--- src/design/pwqe_pkg.sv ---
`timescale 1ns / 1ps
// Shared types and constants for the PostgreSQL front-end query extractor.
// No dependencies; every other file imports this package.
package pwqe_pkg;

   localparam logic [31:0] SSL_REQUEST_CODE   = 32'd80877103;
   localparam logic [31:0] LENGTH_SELF_BYTES  = 32'd4;
   localparam logic [31:0] STARTUP_SSL_LENGTH = LENGTH_SELF_BYTES + 32'd4;

   localparam logic [7:0] QUERY_TYPE_RESET = 8'd81;
   localparam logic [7:0] PARSE_TYPE_RESET = 8'd80;

   localparam int CSR_INDEX_W = 8;
   localparam logic [CSR_INDEX_W-1:0] CSR_QUERY_TYPE = 8'd0;
   localparam logic [CSR_INDEX_W-1:0] CSR_PARSE_TYPE = 8'd1;

   localparam logic [1:0] LEN_LAST_INDEX = 2'd3;

   localparam logic KIND_QUERY = 1'b0;
   localparam logic KIND_PARSE = 1'b1;

   localparam int RSP_TDATA_W = 48;

   typedef enum logic [2:0] {
      PH_LEN  = 3'b001,
      PH_TYPE = 3'b010,
      PH_DATA = 3'b100
   } phase_type;

   typedef struct packed {
      logic [7:0]  text_byte;
      logic        byte_valid;
      logic [31:0] zeros_before;
      logic        message_kind;
      logic        end_of_message;
   } result_type;

endpackage

--- src/design/pwqe_parser.sv ---
`timescale 1ns / 1ps
// Input register and deframing state machine: startup, type, length and payload.
// Depends on pwqe_pkg.
module pwqe_parser
   import pwqe_pkg::*;
(
   input  logic       clock,
   input  logic       reset,
   input  logic       in_valid,
   input  logic [7:0] in_byte,
   output logic       in_ready,
   input  logic [7:0] query_code,
   input  logic [7:0] parse_code,
   input  logic       out_room,
   output logic       res_valid,
   output result_type res
);

   logic        in_valid_ff, in_valid_in;
   logic [7:0]  in_byte_ff;
   logic        step;

   phase_type   phase_ff, phase_in;
   logic        in_startup_ff, in_startup_in;
   logic [1:0]  len_idx_ff, len_idx_in;
   logic [31:0] length_shift_ff, length_shift_in;
   logic [31:0] remaining_ff, remaining_in;
   logic [7:0]  current_type_ff, current_type_in;
   logic [31:0] startup_code_ff, startup_code_in;
   logic        seen_nonzero_ff, seen_nonzero_in;
   logic [31:0] zero_run_ff, zero_run_in;

   logic [31:0] full_len;
   logic [31:0] payload_len;
   logic [31:0] code_next;
   logic        last_byte;
   logic        is_query;
   logic        is_parse;

   assign step     = in_valid_ff && out_room;
   assign in_ready = !in_valid_ff || out_room;
   assign in_valid_in = (in_valid && in_ready) || (in_valid_ff && !out_room);

   assign full_len    = (len_idx_ff == 2'd0) ? {24'd0, in_byte_ff}
                                             : {length_shift_ff[23:0], in_byte_ff};
   assign payload_len = (full_len < LENGTH_SELF_BYTES) ? 32'd0
                                                       : full_len - LENGTH_SELF_BYTES;
   assign code_next   = {startup_code_ff[23:0], in_byte_ff};
   assign last_byte   = (remaining_ff == 32'd1);
   assign is_query    = (current_type_ff == query_code);
   assign is_parse    = !is_query && (current_type_ff == parse_code);

   always_comb begin
      phase_in        = phase_ff;
      in_startup_in   = in_startup_ff;
      len_idx_in      = len_idx_ff;
      length_shift_in = length_shift_ff;
      remaining_in    = remaining_ff;
      current_type_in = current_type_ff;
      startup_code_in = startup_code_ff;
      seen_nonzero_in = seen_nonzero_ff;
      zero_run_in     = zero_run_ff;
      res_valid       = 1'b0;
      res             = '0;
      if (step) begin
         case (phase_ff)
            PH_TYPE: begin
               current_type_in = in_byte_ff;
               phase_in        = PH_LEN;
            end
            PH_DATA: begin
               remaining_in = remaining_ff - 32'd1;
               if (in_startup_ff) begin
                  startup_code_in = code_next;
                  if (last_byte) begin
                     if (length_shift_ff == STARTUP_SSL_LENGTH &&
                         code_next == SSL_REQUEST_CODE) begin
                        phase_in = PH_LEN;
                     end else begin
                        in_startup_in = 1'b0;
                        phase_in      = PH_TYPE;
                     end
                  end
               end else begin
                  if (last_byte) begin
                     phase_in = PH_TYPE;
                  end
                  if (is_query) begin
                     res_valid          = 1'b1;
                     res.text_byte      = in_byte_ff;
                     res.byte_valid     = 1'b1;
                     res.message_kind   = KIND_QUERY;
                     res.end_of_message = last_byte;
                  end else if (is_parse) begin
                     if (in_byte_ff == 8'd0) begin
                        if (seen_nonzero_ff) begin
                           zero_run_in = zero_run_ff + 32'd1;
                        end
                        if (last_byte) begin
                           res_valid          = 1'b1;
                           res.message_kind   = KIND_PARSE;
                           res.end_of_message = 1'b1;
                        end
                     end else begin
                        res_valid          = 1'b1;
                        res.text_byte      = in_byte_ff;
                        res.byte_valid     = 1'b1;
                        res.zeros_before   = seen_nonzero_ff ? zero_run_ff : 32'd0;
                        res.message_kind   = KIND_PARSE;
                        res.end_of_message = last_byte;
                        zero_run_in        = 32'd0;
                        seen_nonzero_in    = 1'b1;
                     end
                  end
               end
            end
            default: begin
               length_shift_in = full_len;
               if (len_idx_ff != LEN_LAST_INDEX) begin
                  len_idx_in = len_idx_ff + 2'd1;
               end else begin
                  len_idx_in      = 2'd0;
                  remaining_in    = payload_len;
                  startup_code_in = 32'd0;
                  seen_nonzero_in = 1'b0;
                  zero_run_in     = 32'd0;
                  if (payload_len != 32'd0) begin
                     phase_in = PH_DATA;
                  end else begin
                     phase_in = PH_TYPE;
                     if (in_startup_ff) begin
                        in_startup_in = 1'b0;
                     end else if (is_query || is_parse) begin
                        res_valid          = 1'b1;
                        res.message_kind   = is_query ? KIND_QUERY : KIND_PARSE;
                        res.end_of_message = 1'b1;
                     end
                  end
               end
            end
         endcase
      end
   end

   always_ff @(posedge clock) begin
      if (in_valid && in_ready) begin
         in_byte_ff <= in_byte;
      end
      if (reset) begin
         in_valid_ff     <= 1'b0;
         phase_ff        <= PH_LEN;
         in_startup_ff   <= 1'b1;
         len_idx_ff      <= 2'd0;
         length_shift_ff <= 32'd0;
         remaining_ff    <= 32'd0;
         current_type_ff <= 8'd0;
         startup_code_ff <= 32'd0;
         seen_nonzero_ff <= 1'b0;
         zero_run_ff     <= 32'd0;
      end else begin
         in_valid_ff     <= in_valid_in;
         phase_ff        <= phase_in;
         in_startup_ff   <= in_startup_in;
         len_idx_ff      <= len_idx_in;
         length_shift_ff <= length_shift_in;
         remaining_ff    <= remaining_in;
         current_type_ff <= current_type_in;
         startup_code_ff <= startup_code_in;
         seen_nonzero_ff <= seen_nonzero_in;
         zero_run_ff     <= zero_run_in;
      end
   end

   a_data_has_bytes: assert property (@(posedge clock) disable iff (reset)
      (phase_ff == PH_DATA) |-> (remaining_ff != 32'd0))
      else $error("payload phase with no bytes left");

   a_startup_once: assert property (@(posedge clock) disable iff (reset)
      !in_startup_ff |=> !in_startup_ff)
      else $error("startup parsing re-entered");

   a_len_idx_phase: assert property (@(posedge clock) disable iff (reset)
      (len_idx_ff != 2'd0) |-> (phase_ff == PH_LEN))
      else $error("length byte index outside length phase");

   a_bare_marker: assert property (@(posedge clock) disable iff (reset)
      (res_valid && !res.byte_valid) |->
         (res.end_of_message && res.text_byte == 8'd0 && res.zeros_before == 32'd0))
      else $error("malformed bare end marker");

   a_query_no_zeros: assert property (@(posedge clock) disable iff (reset)
      (res_valid && res.message_kind == KIND_QUERY) |-> (res.zeros_before == 32'd0))
      else $error("query result carries held zeros");

   a_no_startup_output: assert property (@(posedge clock) disable iff (reset)
      (res_valid && in_startup_ff) |-> 1'b0)
      else $error("result emitted during startup message");

endmodule

--- src/design/pwqe_out_buf.sv ---
`timescale 1ns / 1ps
// Result register with a skid stage in front of the response channel.
// Depends on pwqe_pkg.
module pwqe_out_buf
   import pwqe_pkg::*;
(
   input  logic       clock,
   input  logic       reset,
   input  logic       push,
   input  result_type push_data,
   output logic       room,
   output logic       out_valid,
   input  logic       out_ready,
   output result_type out_data
);

   logic       main_valid_ff, main_valid_in;
   logic       skid_valid_ff, skid_valid_in;
   result_type main_ff, main_in;
   result_type skid_ff, skid_in;
   logic       drain;

   assign room      = !skid_valid_ff;
   assign out_valid = main_valid_ff;
   assign out_data  = main_ff;
   assign drain     = !main_valid_ff || out_ready;

   always_comb begin
      main_valid_in = main_valid_ff;
      skid_valid_in = skid_valid_ff;
      main_in       = main_ff;
      skid_in       = skid_ff;
      if (drain) begin
         if (skid_valid_ff) begin
            main_valid_in = 1'b1;
            main_in       = skid_ff;
            skid_valid_in = push;
            skid_in       = push_data;
         end else begin
            main_valid_in = push;
            main_in       = push_data;
         end
      end else if (push) begin
         skid_valid_in = 1'b1;
         skid_in       = push_data;
      end
   end

   always_ff @(posedge clock) begin
      main_ff <= main_in;
      skid_ff <= skid_in;
      if (reset) begin
         main_valid_ff <= 1'b0;
         skid_valid_ff <= 1'b0;
      end else begin
         main_valid_ff <= main_valid_in;
         skid_valid_ff <= skid_valid_in;
      end
   end

endmodule

--- src/design/pg_wire_query_extractor_unit.sv ---
`timescale 1ns / 1ps
// Takes one client-to-server stream byte per request and sustains one byte
// per cycle unless the response side stalls: each byte is held in an input
// register, deframed and its result registered in a result register with a
// skid stage; a stalled response side holds the input after two results
// queue up. Query payload bytes pass through; Parse payloads drop leading
// and trailing zeros and report each inner zero run as a count on the next
// nonzero byte. Top level; depends on pwqe_pkg, pwqe_parser and pwqe_out_buf.
module pg_wire_query_extractor_unit
   import pwqe_pkg::*;
(
   input  logic                   clock,
   input  logic                   reset,
   input  logic                   req_tvalid,
   output logic                   req_tready,
   input  logic [7:0]             req_tdata,   // [7:0] stream_byte
   output logic                   rsp_tvalid,
   input  logic                   rsp_tready,
   output logic [RSP_TDATA_W-1:0] rsp_tdata,   // [7:0] text_byte, [8] byte_valid,
                                               // [40:9] zeros_before, zero fill
   output logic                   rsp_tuser,   // [0] message_kind
   output logic                   rsp_tlast,
   input  logic                   csr_valid,
   output logic                   csr_ready,
   input  logic [CSR_INDEX_W-1:0] csr_index,
   input  logic [7:0]             csr_data
);

   logic [7:0] query_code_ff;
   logic [7:0] parse_code_ff;
   logic       room;
   logic       res_valid;
   result_type res;
   result_type rsp;

   assign csr_ready = 1'b1;

   always_ff @(posedge clock) begin
      if (reset) begin
         query_code_ff <= QUERY_TYPE_RESET;
         parse_code_ff <= PARSE_TYPE_RESET;
      end else if (csr_valid && csr_ready) begin
         case (csr_index)
            CSR_QUERY_TYPE: query_code_ff <= csr_data;
            CSR_PARSE_TYPE: parse_code_ff <= csr_data;
            default: ;
         endcase
      end
   end

   pwqe_parser u_parser (
      .clock      (clock),
      .reset      (reset),
      .in_valid   (req_tvalid),
      .in_byte    (req_tdata),
      .in_ready   (req_tready),
      .query_code (query_code_ff),
      .parse_code (parse_code_ff),
      .out_room   (room),
      .res_valid  (res_valid),
      .res        (res)
   );

   pwqe_out_buf u_out_buf (
      .clock     (clock),
      .reset     (reset),
      .push      (res_valid),
      .push_data (res),
      .room      (room),
      .out_valid (rsp_tvalid),
      .out_ready (rsp_tready),
      .out_data  (rsp)
   );

   assign rsp_tdata = {7'd0, rsp.zeros_before, rsp.byte_valid, rsp.text_byte};
   assign rsp_tuser = rsp.message_kind;
   assign rsp_tlast = rsp.end_of_message;

endmodule

--- config.mk ---
export PLATFORM = sky130hd
export DESIGN_NAME = pg_wire_query_extractor_unit
export DESIGN_NICKNAME = d
export VERILOG_FILES = /design/src/design/pwqe_pkg.sv /design/src/design/pwqe_parser.sv /design/src/design/pwqe_out_buf.sv /design/src/design/pg_wire_query_extractor_unit.sv
export SDC_FILE = /design/constraint.sdc
export NUM_CORES = 1
export LEC_CHECK = 0
export BUFFER_PORTS_ARGS = -buffer_cell sky130_fd_sc_hd__clkbuf_2
export CORE_MARGIN = 2
export CORE_UTILIZATION = 55
export DETAILED_ROUTE_END_ITERATION = 16
export PLACE_DENSITY = 0.83
export RECOVER_POWER = 50
export SLEW_MARGIN = 20
export SYNTH_ARGS = -nofsm -noshare
export SYNTH_HDL_FRONTEND = slang
export SYNTH_SLANG_ARGS = --single-unit
--- constraint.sdc ---
create_clock -name clock -period 6.5 [get_ports clock]
set_input_delay 1.3 -clock clock [delete_from_list [all_inputs] [get_ports clock]]
set_output_delay 1.3 -clock clock [all_outputs]
set_load 0.01 [all_outputs]
### After elaboration in Yosys (flattened, before gate mapping)

Cells that the tools add are included.

| storage, ports and cells | value |
|---|---|
| bits in registers | 248 |
| output and inout bits | 53 |
| bits of input ports | 29 |

| operators by class | value |
|---|---|
| add/subtract/negate cells | 4 |
| $lt $le $gt $ge | 1 |
| eq/ne operators | 20 |
| bitwise operators | 2 |
| reductions and logical operators | 30 |
| muxes and demuxes | 69 |

Operators with widths:

| cell | number |
|---|---|
| two-way mux 32 bit | 11 |
| two-way mux 43 bit | 7 |
| case mux 32 bit (2 select lines) | 2 |
| two-way mux 41 bit | 2 |
| case mux 24 bit (2 select lines) | 1 |
| adder 32 x 1 -> 32 bit, second input constant | 1 |
| == test 32 x 1 -> 1 bit, second input constant | 1 |
| == test 32 x 27 -> 1 bit, second input constant | 1 |
| == test 32 x 4 -> 1 bit, second input constant | 1 |
| < comparator 32 x 3 -> 1 bit, second input constant | 1 |
| nonzero test 32 bit | 1 |
| subtractor 32 x 1 -> 32 bit, second input constant | 1 |
| subtractor 32 x 3 -> 32 bit, second input constant | 1 |
| two-way mux 1 bit | 25 |
| two-way mux 24 bit | 1 |
| two-way mux 2 bit | 9 |
| == test 8 bit | 2 |
| zero test 8 bit | 2 |
| two-way mux 3 bit | 5 |
| AND reduction 7 bit | 2 |
| != test 2 bit, second input constant | 6 |
| AND reduction 2 bit | 5 |
| two-way mux 9 bit | 1 |
| == test 8 x 1 -> 1 bit, second input constant | 1 |
| other kinds (18) | 36 |

### Depth between registers and ports, before layout

Gate-level depths: netlist of the first run.

| depth | value |
|---|---|
| depth after elaboration | 12 |
| gate-level depth with buffers | 11 |
| depth with buffers taken out | 10 |

### Cells and area by module

Synthesis of the first run repeated with hierarchy kept, for this count alone.

| second synthesis, totals | value |
|---|---|
| cell total of the unflattened synthesis | 1308 |
| area, all modules | 12197.9 sq um |

By module, submodules not included:

| module | cells each | area each (sq um) | instances |
|---|---|---|---|
| pwqe_parser | 1084 | 8124.0 | 1 |
| pwqe_out_buf | 146 | 3299.4 | 1 |
| pg_wire_query_extractor_unit | 78 | 774.5 | 1 |

### Least setup slack after synthesis of the first run

OpenSTA, ideal clock, no wires.

| path | value |
|---|---|
| path type | input -> register |
| start | input rsp_tready |
| end | register u_out_buf.skid_ff[0] in the netlist's numbering (enable) |
| arrival time | 4.449 ns |
| setup slack | 1.605 ns |
| cell stages on the path | 2 |
| path through | nand2b_1 -> o31ai_2 |

| on the way | value |
|---|---|
| cells in the longest elaborated chain, start to end | 3 |

Ends and longest elaborated chain:

| element | line | RTL |
|---|---|---|
| start, declared | pg_wire_query_extractor_unit.sv:18 | `input logic rsp_tready,` |
| logical OR 1 bit * | pwqe_out_buf.sv:26 | `assign drain = !main_valid_ff \|\| out_ready;` |
| != test 2 x 1 -> 1 bit (no line) or nonzero test 2 bit (tied branches) | n/a |  |
| AND reduction 2 bit (no line) * | n/a |  |
| end signal, assigned | pwqe_out_buf.sv:51 | `skid_ff <= skid_in;` |
| end, declared | pwqe_out_buf.sv:20 | `result_type skid_ff, skid_in;` |

Every way passes the cells marked *; elsewhere a longest branch is shown, timed or not.
A chain may end at the register's enable or synchronous reset.

### Worst setup path in the final report of the first run

| path | value |
|---|---|
| start | register u_parser.in_byte_ff[4] |
| end | register u_out_buf.skid_ff[18] in the netlist's numbering (enable) |

| on the way | value |
|---|---|
| cells in the longest elaborated chain, start to end | 10 |

Ends and longest elaborated chain:

| element | line | RTL |
|---|---|---|
| start, declared | pwqe_parser.sv:20 | `logic [7:0] in_byte_ff;` |
| start signal, assigned | pwqe_parser.sv:147 | `in_byte_ff <= in_byte;` |
| two-way mux 32 bit | pwqe_parser.sv:44 | `assign full_len = (len_idx_ff == 2'd0) ? {24'd0, in_byte_ff}` |
| subtractor 32 x 3 -> 32 bit or < comparator 32 x 3 -> 1 bit (tied branches) | pwqe_parser.sv:47, pwqe_parser.sv:46 |  |
| two-way mux 32 bit | pwqe_parser.sv:46 | `assign payload_len = (full_len < LENGTH_SELF_BYTES) ? 32'd0` |
| nonzero test 32 bit | pwqe_parser.sv:127 | `if (payload_len != 32'd0) begin` |
| two-way mux 1 bit | pwqe_parser.sv:127 |  |
| two-way mux 1 bit | pwqe_parser.sv:119 | `if (len_idx_ff != LEN_LAST_INDEX) begin` |
| case mux 1 bit (2 select lines) * | pwqe_parser.sv:66 | `case (phase_ff)` |
| two-way mux 1 bit * | pwqe_parser.sv:65 | `if (step) begin` |
| nonzero test 2 bit (no line) * | n/a |  |
| AND reduction 2 bit (no line) * | n/a |  |

Marked as above.

==> results of run 1 <==
-- flip-flops by register name (all words and copies together), names as in the netlist, 2 cells and up --
signal and cells:
u_out_buf.out_data 43, u_out_buf.skid_ff 43, u_parser.length_shift_ff 32, u_parser.remaining_ff 32, u_parser.zero_run_ff 32, u_parser.startup_code_ff 24
parse_code_ff 8, query_code_ff 8, u_parser.current_type_ff 8, u_parser.in_byte_ff 8, u_parser.phase_ff 3, u_parser.len_idx_ff 2
-- cell type report --
type                            count  share of cell area, %
Clock inverter                     16                   1.35
Inverter                           21                  0.593
Timing Repair Buffer               90                   3.31
Sequential cell                   248                   44.4
Tap cell                          280                   2.63
Multi-Input combinational cell    967                   42.9
Clock buffer                       30                   4.84
-- metal layers --
metal	track usage, %	wire [um]	vias to the layer above
met5	0	0	-
met4	9.26	1020	0
met3	3.54	2120	73
met2	43.8	15200	403
met1	36.8	13700	4913
li1	-	-	4844
-- power groups by stage --
stage,clock (mW),combinational [mW],sequential (mW)
final,1.46,0.147,1.62
after global routing,1.54,0.157,1.63
after CTS,1.49,0.144,1.62
after detailed placement,0,0.143,1.66
after global placement,0,0.144,1.66
after floorplan,0,0.106,1.65
-- cell usage after synthesis, types with 3 or more instances --
master	number	share of area (%)
nand2_1	121	3.8
o311ai_0	3	0.22
xor2_1	13	0.95
clkbuf_1	74	2.3
nor3_2	3	0.25
buf_2	8	0.33
and3_1	16	0.83
a22oi_1	39	2.4
nor4_4	3	0.53
nor4_2	4	0.42
nand3_1	28	1.2
nor4b_1	7	0.51
or2_2	3	0.16
edfxtp_1	94	23
or4_1	8	0.50
mux2i_1	27	2.2
xnor2_1	33	2.4
nor3b_1	3	0.19
nand4_1	22	1.1
nor2_1	175	5.5
o32ai_1	6	0.44
nand3b_1	3	0.19
nor4_1	27	1.4
buf_4	8	0.50
and2_1	43	2.2
o21a_1	5	0.31
o21ai_0	61	2.5
dfxtp_1	154	26
inv_1	20	0.62
nand2b_1	9	0.47
a211oi_1	6	0.37
and4_1	3	0.22
a22o_1	3	0.22
a31oi_1	7	0.36
ha_1	8	0.83
nor2b_1	12	0.62
o21ai_1	6	0.25
a21oi_1	98	4.1
nor3_1	41	1.7
a21o_1	46	2.9
or3_1	13	0.68
o211ai_1	5	0.31
o22ai_1	9	0.47
o41ai_1	7	0.51
-- worst max-delay path, cell delays in order, from the launching register on --
cell and delay (ns):
edfxtp_1 0.57, nor4_1 0.38, clkbuf_1 0.61, nand2_2 0.38, or3_1 0.46, a32oi_1 0.23
o41ai_1 0.13, nor3_2 0.48, a311oi_2 0.27, o31ai_4 0.46, buf_12 0.30
-- cell usage in the layout, fill, tap and decap left out, types with 20 or more instances in the layout --
cell       instances
clkbuf_2          27
mux2i_1           27
edfxtp_1          94
nor4_1            28
and2_1            28
nand3_1           28
inv_1             20
a22oi_1           39
clkbuf_16         25
o21ai_0           60
xnor2_1           33
nor2_1           175
a21oi_1           97
dfxtp_1          154
nand2_1          121
nor3_1            41
clkbuf_1          54
nand4_1           22
a21o_1            46
-- kinds of logic after synthesis --
family | Yosys count
AND/OR/NAND/NOR | 555
AO/OA/AOI/OAI | 323
flip-flops | 248
buffers and inverters | 115
XOR/XNOR | 46
multiplexers | 27
adder cells (fa/ha/maj) | 8
other | 2
-- worst paths after layout --
kind	startpoint	endpoint	slack [ns]	cells after the start
worst min-delay path	u_parser.remaining_ff[10]	u_parser.remaining_ff[10]	0.45	2
worst max-delay path	u_parser.in_byte_ff[4]	u_out_buf.skid_ff[18]	1.87	10
worst min register to register	u_parser.remaining_ff[10]	u_parser.remaining_ff[10]	0.45	2
worst max register to register	u_parser.in_byte_ff[4]	u_out_buf.skid_ff[18]	1.87	10
-- metrics by stage --
stage	cells	util (%)	setup slack [ns]
2_1_floorplan	1330	-	1.60
3_3_place_gp	1606	57.9	2.37
3_5_place_dp	1606	57.9	2.23
4_1_cts	1652	61.7	2.22
5_1_grt	1652	61.3	1.69
6_report	1652	61.3	1.87
==> flow_metrics.py, run 1 <==
metrics = {
    "critical_path": {
        "worstPathRequired_ns": 6.70,
        "critPathMaxFanout": 37,
        "arrival_ns": 4.83,
        "endpoint_kind": "register",
        "critPathKind": "reg -> reg",
        "start_kind": "register",
    },
    "floorplan": {
        "die_area_um2": 23100,
        "core_area_um2": 21700,
        "die_h_um": 152,
        "num_rows": 54,
        "start_util_pct": 55.5,
        "ios": 82,
        "fp.dieW_um": 152,
    },
    "sta": {
        "final_max_slew_viol_count": 97,
        "hold_ws_ns": 0.446,
        "post-route-period-util_pct": 71.2,
        "fin_setup_tns_ns": 0,
        "slew_headroom_pct": -73.6,
        "max_freq_ghz": 0.216,
        "tightest_slew_ns": 2.60,
        "hold_violations": 0,
        "finClkSkew_ns": 0.0204,
        "setup_violations": 0,
        "fin_crit_ns": 4.63,
        "rsz0062_at_grt": "no",
    },
    "clock_network": {
        "insertion_delay_ns": 0.53,
        "tritoncts": "built",
        "clkTransAtPathRegs_ns": 0.06,
        "postCtsHoldBufs": 0,
        "cts.sinks": 248,
        "postCtsSetupRepairBufs": 0,
        "cts-resized-gates": 0,
        "htree_num_levels": 1,
        "clk_path_buf_depth": 3,
        "root_buffer": "clkbuf_16",
        "numCtsBuffers": 25,
    },
    "route": {
        "wl_um": 32000,
        "vias": 10200,
        "via_per_inst": 6.19,
        "drt_pass1_iterations": 5,
        "drt-initial-drc-count": 1065,
        "wl_per_cell_um": 19.4,
        "drc": 0,
        "final_antenna_net_count": 0,
    },
    "job": {
        "drv_cap": 3,
    },
    "global_route": {
        "grt_first_pass_wirelength_um": 51200,
        "grtUsageTotal_pct": 26.7,
        "antenna_found_initial": 0,
        "grt_pass1_vias": 9550,
        "grt_max_degree": 104,
        "grt-ovfl-total": 0,
    },
    "yosys": {
        "synth_area_um2": 12000,
        "yosysSeqAreaShare_pct": 49.0,
        "ys.flop_type": "dfxtp_1",
        "synth_xor_area_share_pct": 3.34,
        "synth_edf_count": 94,
        "netlist_instances": 1324,
        "yosys_warnings": 0,
        "yosys.area_share.adder_pct": 0.831,
        "synth_compound_area_share_pct": 17.2,
        "ys_async_sr_fraction_pct": 0,
        "synth_top_family_by_area": "simple AND/OR/NAND/NOR gates",
        "synthMuxAreaShare_pct": 2.24,
        "synth_cell_types": 75,
        "synth.avg_cell_area_um2": 9.10,
        "ys_ff_latch": 248,
        "synthSimpleGateAreaFrac_pct": 23.3,
    },
    "min_path": {
        "holdCritPathClass": "reg -> reg",
    },
    "power_and_ir_drop": {
        "swShare_pct": 22.2,
        "vdd_drop_max_mv": 0.202,
        "power_frac_comb_pct": 4.6,
        "switching_power_uw": 718,
        "power.internal_mw": 2.51,
        "p_leak_nw": 5.02,
        "power_mw": 3.23,
        "clkPwrFrac_pct": 45.2,
        "p_seq_share_pct": 50.2,
        "power.density_nw_per_um2": 243,
    },
    "cells_and_area": {
        "regArea_um2": 5910,
        "final_area_um2": 13300,
        "area_delta_synth_final_pct": 10.4,
        "drive_gt1_share_pct": 7.43,
        "nFillCells": 1833,
        "multiInputGateArea_um2": 5700,
        "nets": 1390,
        "diodes": 0,
    },
    "outcome": {
        "status": "complete, but fails checks",
        "violations": "capacitance limit, slew limit",
    },
    "place": {
        "dpl_cell_area_um2": 12600,
        "port_buffers": 73,
        "place_hpwl_um": 22100,
        "gp_congestion": 0.991,
    },
}
Note: power is estimated with default switching activity, not from simulation.
==> run 2: changes to the inputs <==
- PLACE_DENSITY: 0.83 -> 0.85
- clock period: 6.5 -> 3.9 ns (I/O delays scaled with it)
==> run 2 against run 1 <==
  * Global-route usage up 1.2 points
  * Utilization up 1.5 points
  * Wire length up 3.4%
  * Via count up 1.6%
  * The flow still finishes with violations (capacitance limit, slew limit)
  * Combinational power up 95%
  * Design area up 2.4%
  * Setup slack worse by 1.7 ns
  * Critical endpoint is now u_out_buf.skid_ff[42]
  * Sequential share of layout area down 1.0 points
  * Critical path depth down 1
==> flow_metrics.py, run 2 (same netlist as run 1, synthesis figures left out) <==
metrics = {
    "critical_path": {
        "setup.worst_path.start": "u_parser.in_byte_ff[3]",
        "r2r_setup_slack_ns": 0.16,
        "rr_worst_depth": 9,
        "r2r_start": "u_parser.in_byte_ff[3]",
        "worstPathCellList": "inv_1 > ha_1 > nand2_2 > or4_1 > mux2i_1 > nor3_2 > a311oi_2 > o31ai_4 > buf_12",
        "start_kind": "register",
        "critPathMaxFanout": 43,
        "cp_num_buf_inv": 2,
        "worstPathRequired_ns": 4.14,
        "reg2reg_to": "u_out_buf.skid_ff[42]",
        "arrival_ns": 3.98,
        "endpoint_kind": "register",
        "crit_slowest_cell": "or4_1",
        "max_stage_delay_ns": 0.62,
        "critPathKind": "reg -> reg",
        "crit_family": "simple AND/OR/NAND/NOR gates",
    },
    "route": {
        "vias": 10400,
        "via_per_inst": 6.17,
        "drt_pass1_iterations": 5,
        "final_antenna_net_count": 0,
        "wl_per_cell_um": 19.7,
        "highest_layer": "met4",
        "wl_met1_um": 13800,
        "drt-initial-drc-count": 1087,
        "wl_met2_um": 15900,
        "wl_um": 33100,
        "drc": 0,
        "dr_wl_met3_um": 2510,
    },
    "cells_and_area": {
        "nFillCells": 1747,
        "mostFrequentLayoutCells": "nor2_1 (175), dfxtp_1 (154), nand2_1 (121)",
        "area_delta_synth_final_pct": 13.0,
        "diodes": 0,
        "drive_gt1_share_pct": 10.1,
        "final_area_um2": 13600,
        "post-route-util_pct": 62.8,
        "final_common_cell": "nor2_1",
        "nets": 1423,
    },
    "place": {
        "place_hpwl_um": 22900,
        "dpl_cell_area_um2": 12800,
        "gp_congestion": 0.974,
        "port_buffers": 73,
    },
    "min_path": {
        "hold_path_end": "u_parser.in_byte_ff[1]",
        "worstHoldStart": "req_tdata[1]",
        "holdCritPathClass": "in -> reg",
        "whs_path_depth": 1,
    },
    "sta": {
        "finClkSkew_ns": 0.0181,
        "rsz0062_at_grt": "no",
        "setup_violations": 0,
        "hold_violations": 0,
        "final_max_slew_viol_count": 150,
        "tightest_slew_ns": 2.92,
        "slew_headroom_pct": -94.4,
        "post-route-period-util_pct": 95.9,
        "hold_ws_ns": 0.409,
        "fin_crit_ns": 3.74,
        "max_freq_ghz": 0.267,
    },
    "power_and_ir_drop": {
        "vdd_drop_max_mv": 0.311,
        "p_leak_nw": 5.22,
        "power.density_nw_per_um2": 406,
        "power_mw": 5.53,
    },
    "floorplan": {
        "die_area_um2": 23100,
        "fp.dieW_um": 152,
        "num_rows": 54,
        "die_h_um": 152,
        "start_util_pct": 55.5,
        "core_area_um2": 21700,
        "ios": 82,
    },
    "outcome": {
        "status": "complete, but fails checks",
        "violations": "capacitance limit, slew limit",
    },
    "clock_network": {
        "root_buffer": "clkbuf_16",
        "insertion_delay_ns": 0.55,
        "postCtsSetupRepairBufs": 0,
        "cts.sinks": 248,
        "clk_path_buf_depth": 3,
        "postCtsHoldBufs": 0,
        "cts-resized-gates": 0,
        "clkTransAtPathRegs_ns": 0.06,
        "numCtsBuffers": 25,
        "htree_num_levels": 1,
        "tritoncts": "built",
    },
    "job": {
        "drv_cap": 3,
    },
    "global_route": {
        "grt-ovfl-total": 0,
        "grt_max_degree": 62,
        "grt_first_pass_wirelength_um": 53100,
        "antenna_found_initial": 0,
        "grtUsageTotal_pct": 27.9,
        "grt_pass1_vias": 9925,
    },
}
## run 2: worst max path at each step
stage / to / slack, ns / depth (start not counted)
2_1_floorplan: u_out_buf.skid_ff[0] / -0.85 / 10
3_3_place_gp: u_out_buf.skid_ff[17] / 0.35 / 9
3_5_place_dp: u_out_buf.skid_ff[16] / 0.21 / 9
4_1_cts: u_out_buf.skid_ff[31] / 0.21 / 9
5_1_grt: u_out_buf.skid_ff[31] / 0.04 / 9
6_report: u_out_buf.skid_ff[42] / 0.16 / 9
## run 2: report_power, final
part	total (mW)	internal (mW)	switching (mW)
clock network	2.55	1.50	1.05
registers	2.70	2.68	0.0164
logic	0.287	0.0883	0.198
## run 2: worst reg2reg max path, stage by stage, from the launching register on
cell	delay [ns]
edfxtp_1	0.49
inv_1	0.17
ha_1	0.45
nand2_2	0.36
or4_1	0.63
mux2i_1	0.18
nor3_2	0.36
a311oi_2	0.22
o31ai_4	0.29
buf_12	0.27
## run 2: through the flow
stage	instances	setup WS (ns)	setup TNS, ns
final	1685	0.161	0
after global routing	1685	0.0351	0
after CTS	1685	0.205	0
after detailed placement	1639	0.207	0
after global placement	1639	0.347	0
after floorplan	1330	-0.848	-36.46
## run 2: area by class of cell
type,count,area [um2],share of cell area [%]
Tap cell,280,350,2.57
Inverter,21,78.8,0.579
Timing Repair Buffer,123,678,4.98
Multi-Input combinational cell,967,5730,42.1
Clock buffer,34,719,5.28
Clock inverter,12,155,1.14
Sequential cell,248,5910,43.4
## run 2: per-layer routing
metal | global-route usage [%] | vias up
met2 | 46.3 | 457
met3 | 4.56 | 65
li1 | - | 4899
met4 | 8.54 | 0
met5 | 0 | -
met1 | 37.8 | 4980
==> run 3: changes to the inputs <==
- CTS_BUF_LIST: default -> sky130_fd_sc_hd__clkbuf_2
==> run 3 against run 2 <==
  * The flow still finishes with violations (capacitance limit, slew limit)
  * Flip-flop and latch count did not move
  * Register-to-register slack improved by 0.03 ns
  * Global-route usage rose by 0.13 points
  * Non-clock buffer count rose by 1
  * Sequential power barely moved
  * Clock power fell by 29%
==> flow_metrics.py, run 3 (same netlist as run 1, synthesis figures left out) <==
metrics = {
    "cells_and_area": {
        "diodes": 0,
        "area_delta_synth_final_pct": 10.7,
        "mostFrequentLayoutCells": "nor2_1 (175), dfxtp_1 (154), nand2_1 (121)",
        "nets": 1458,
        "final_common_cell": "nor2_1",
        "final_area_um2": 13300,
        "drive_gt1_share_pct": 13.3,
    },
    "critical_path": {
        "worstPathCellList": "inv_1 > ha_1 > nand2_2 > or4_1 > mux2i_1 > nor3_2 > a311oi_2 > o31ai_4 > buf_12",
        "max_stage_delay_ns": 0.62,
        "crit_family": "simple AND/OR/NAND/NOR gates",
        "start_kind": "register",
        "crit_slowest_cell": "or4_1",
        "endpoint_kind": "register",
        "critPathMaxFanout": 43,
        "critPathKind": "reg -> reg",
        "cp_num_buf_inv": 2,
        "arrival_ns": 4.26,
        "worstPathRequired_ns": 4.45,
        "setup.worst_path.start": "u_parser.in_byte_ff[3]",
        "r2r_start": "u_parser.in_byte_ff[3]",
    },
    "sta": {
        "final_max_slew_viol_count": 150,
        "post-route-period-util_pct": 95.1,
        "slew_headroom_pct": -93.8,
        "fin_crit_ns": 3.71,
        "rsz0062_at_grt": "no",
        "fin_ws_ns": 0.193,
        "max_freq_ghz": 0.270,
        "setup_violations": 0,
        "hold_violations": 0,
        "tightest_slew_ns": 2.91,
        "finClkSkew_ns": 0.106,
    },
    "route": {
        "wl_um": 33200,
        "dr_wl_met3_um": 2150,
        "drt_pass1_iterations": 7,
        "drc": 0,
        "drt-initial-drc-count": 1030,
        "vias": 10600,
        "highest_layer": "met4",
        "wl_met1_um": 14300,
        "wl_met2_um": 15900,
        "final_antenna_net_count": 0,
        "wl_per_cell_um": 19.0,
        "via_per_inst": 6.06,
    },
    "floorplan": {
        "die_h_um": 152,
        "die_area_um2": 23100,
        "ios": 82,
        "core_area_um2": 21700,
        "start_util_pct": 55.5,
        "fp.dieW_um": 152,
        "num_rows": 54,
    },
    "place": {
        "gp_congestion": 0.974,
        "dpl_cell_area_um2": 12800,
        "pre_cts_ws_ns": 0.207,
        "port_buffers": 73,
        "place_hpwl_um": 22900,
    },
    "global_route": {
        "grt_pass1_vias": 10100,
        "grt_max_degree": 62,
        "grt-ovfl-total": 0,
        "grt_first_pass_wirelength_um": 53400,
        "grtUsageTotal_pct": 28.0,
        "antenna_found_initial": 0,
    },
    "power_and_ir_drop": {
        "power.density_nw_per_um2": 358,
        "p_leak_nw": 5.23,
        "vdd_drop_max_mv": 0.182,
    },
    "clock_network": {
        "tritoncts": "built",
        "root_buffer": "clkbuf_2",
        "postCtsSetupRepairBufs": 0,
        "cts-resized-gates": 0,
        "htree_num_levels": 2,
        "numCtsBuffers": 59,
        "cts.sinks": 248,
        "clkTransAtPathRegs_ns": 0.12,
        "clk_path_buf_depth": 3,
        "postCtsHoldBufs": 1,
        "insertion_delay_ns": 0.92,
    },
    "job": {
        "drv_cap": 3,
    },
    "outcome": {
        "status": "complete, but fails checks",
        "violations": "capacitance limit, slew limit",
    },
    "min_path": {
        "holdCritPathClass": "in -> reg",
        "worstHoldStart": "csr_data[4]",
    },
}
==> run 3: changes by cell type in the layout (fill, tap and decap cells not counted), sizes merged <==
cell,before,now
clkbuf,112,161
dlygate4sd3,0,1
buf,45,44
bufinv,3,2
clkinv,7,25
inv,22,21
==> run 3: final timing paths <==
kind,slack [ns],to,cells after the start
hold / removal,0.11,parse_code_ff[4],3
setup reg to reg,0.19,u_out_buf.skid_ff[20],9
setup / recovery,0.19,u_out_buf.skid_ff[20],9
hold reg to reg,0.46,u_parser.length_shift_ff[26],2
==> run 3: cell type report <==
type / count / area [um2]
fill: 1808 / 8350
sequential: 248 / 5910
multi-input combinational: 967 / 5740
timing repair buffer: 124 / 687
clock buffer: 82 / 410
tap: 280 / 350
clock inverter: 28 / 175
inverter: 21 / 78.8
==> run 3: power breakdown <==
| part | switching (mW) | leakage [nW] | total (mW) | internal [mW] |
|---|---|---|---|---|
| Combinational | 0.199 | 2.51 | 0.288 | 0.0888 |
| Clock | 1.08 | 0.428 | 1.80 | 0.719 |
| Sequential | 0.0162 | 2.29 | 2.69 | 2.68 |
==> run 3: per-stage QoR <==
step / hold slack (ns) / utilization [%] / TNS (ns) / cells / total power, mW
finish: 0.108 / 61.5 / 0 / 1750 / 4.78
global route: 0.0431 / 61.5 / 0 / 1750 / 4.96
CTS: 0.0483 / 61.9 / 0 / 1750 / 4.81
detailed placement: 0.448 / 59.1 / 0 / 1639 / 3.03
global placement: 0.437 / 59.1 / 0 / 1639 / 3.03
floorplan: 0.427 / - / -36.46 / 1330 / 2.93
==> run 3: per-layer routing <==
metal  vias to the layer above  track usage (%)
li1                       5013                -
met1                      5080             37.7
met2                       439             46.2
met3                        71             4.73
met4                         0             9.57
met5                         -                0
==> run 3: tightest hold or removal path, cell delays in order <==
cell	delay [ns]
clkbuf_2	0.09
mux2i_1	0.06
nand2_1	0.07
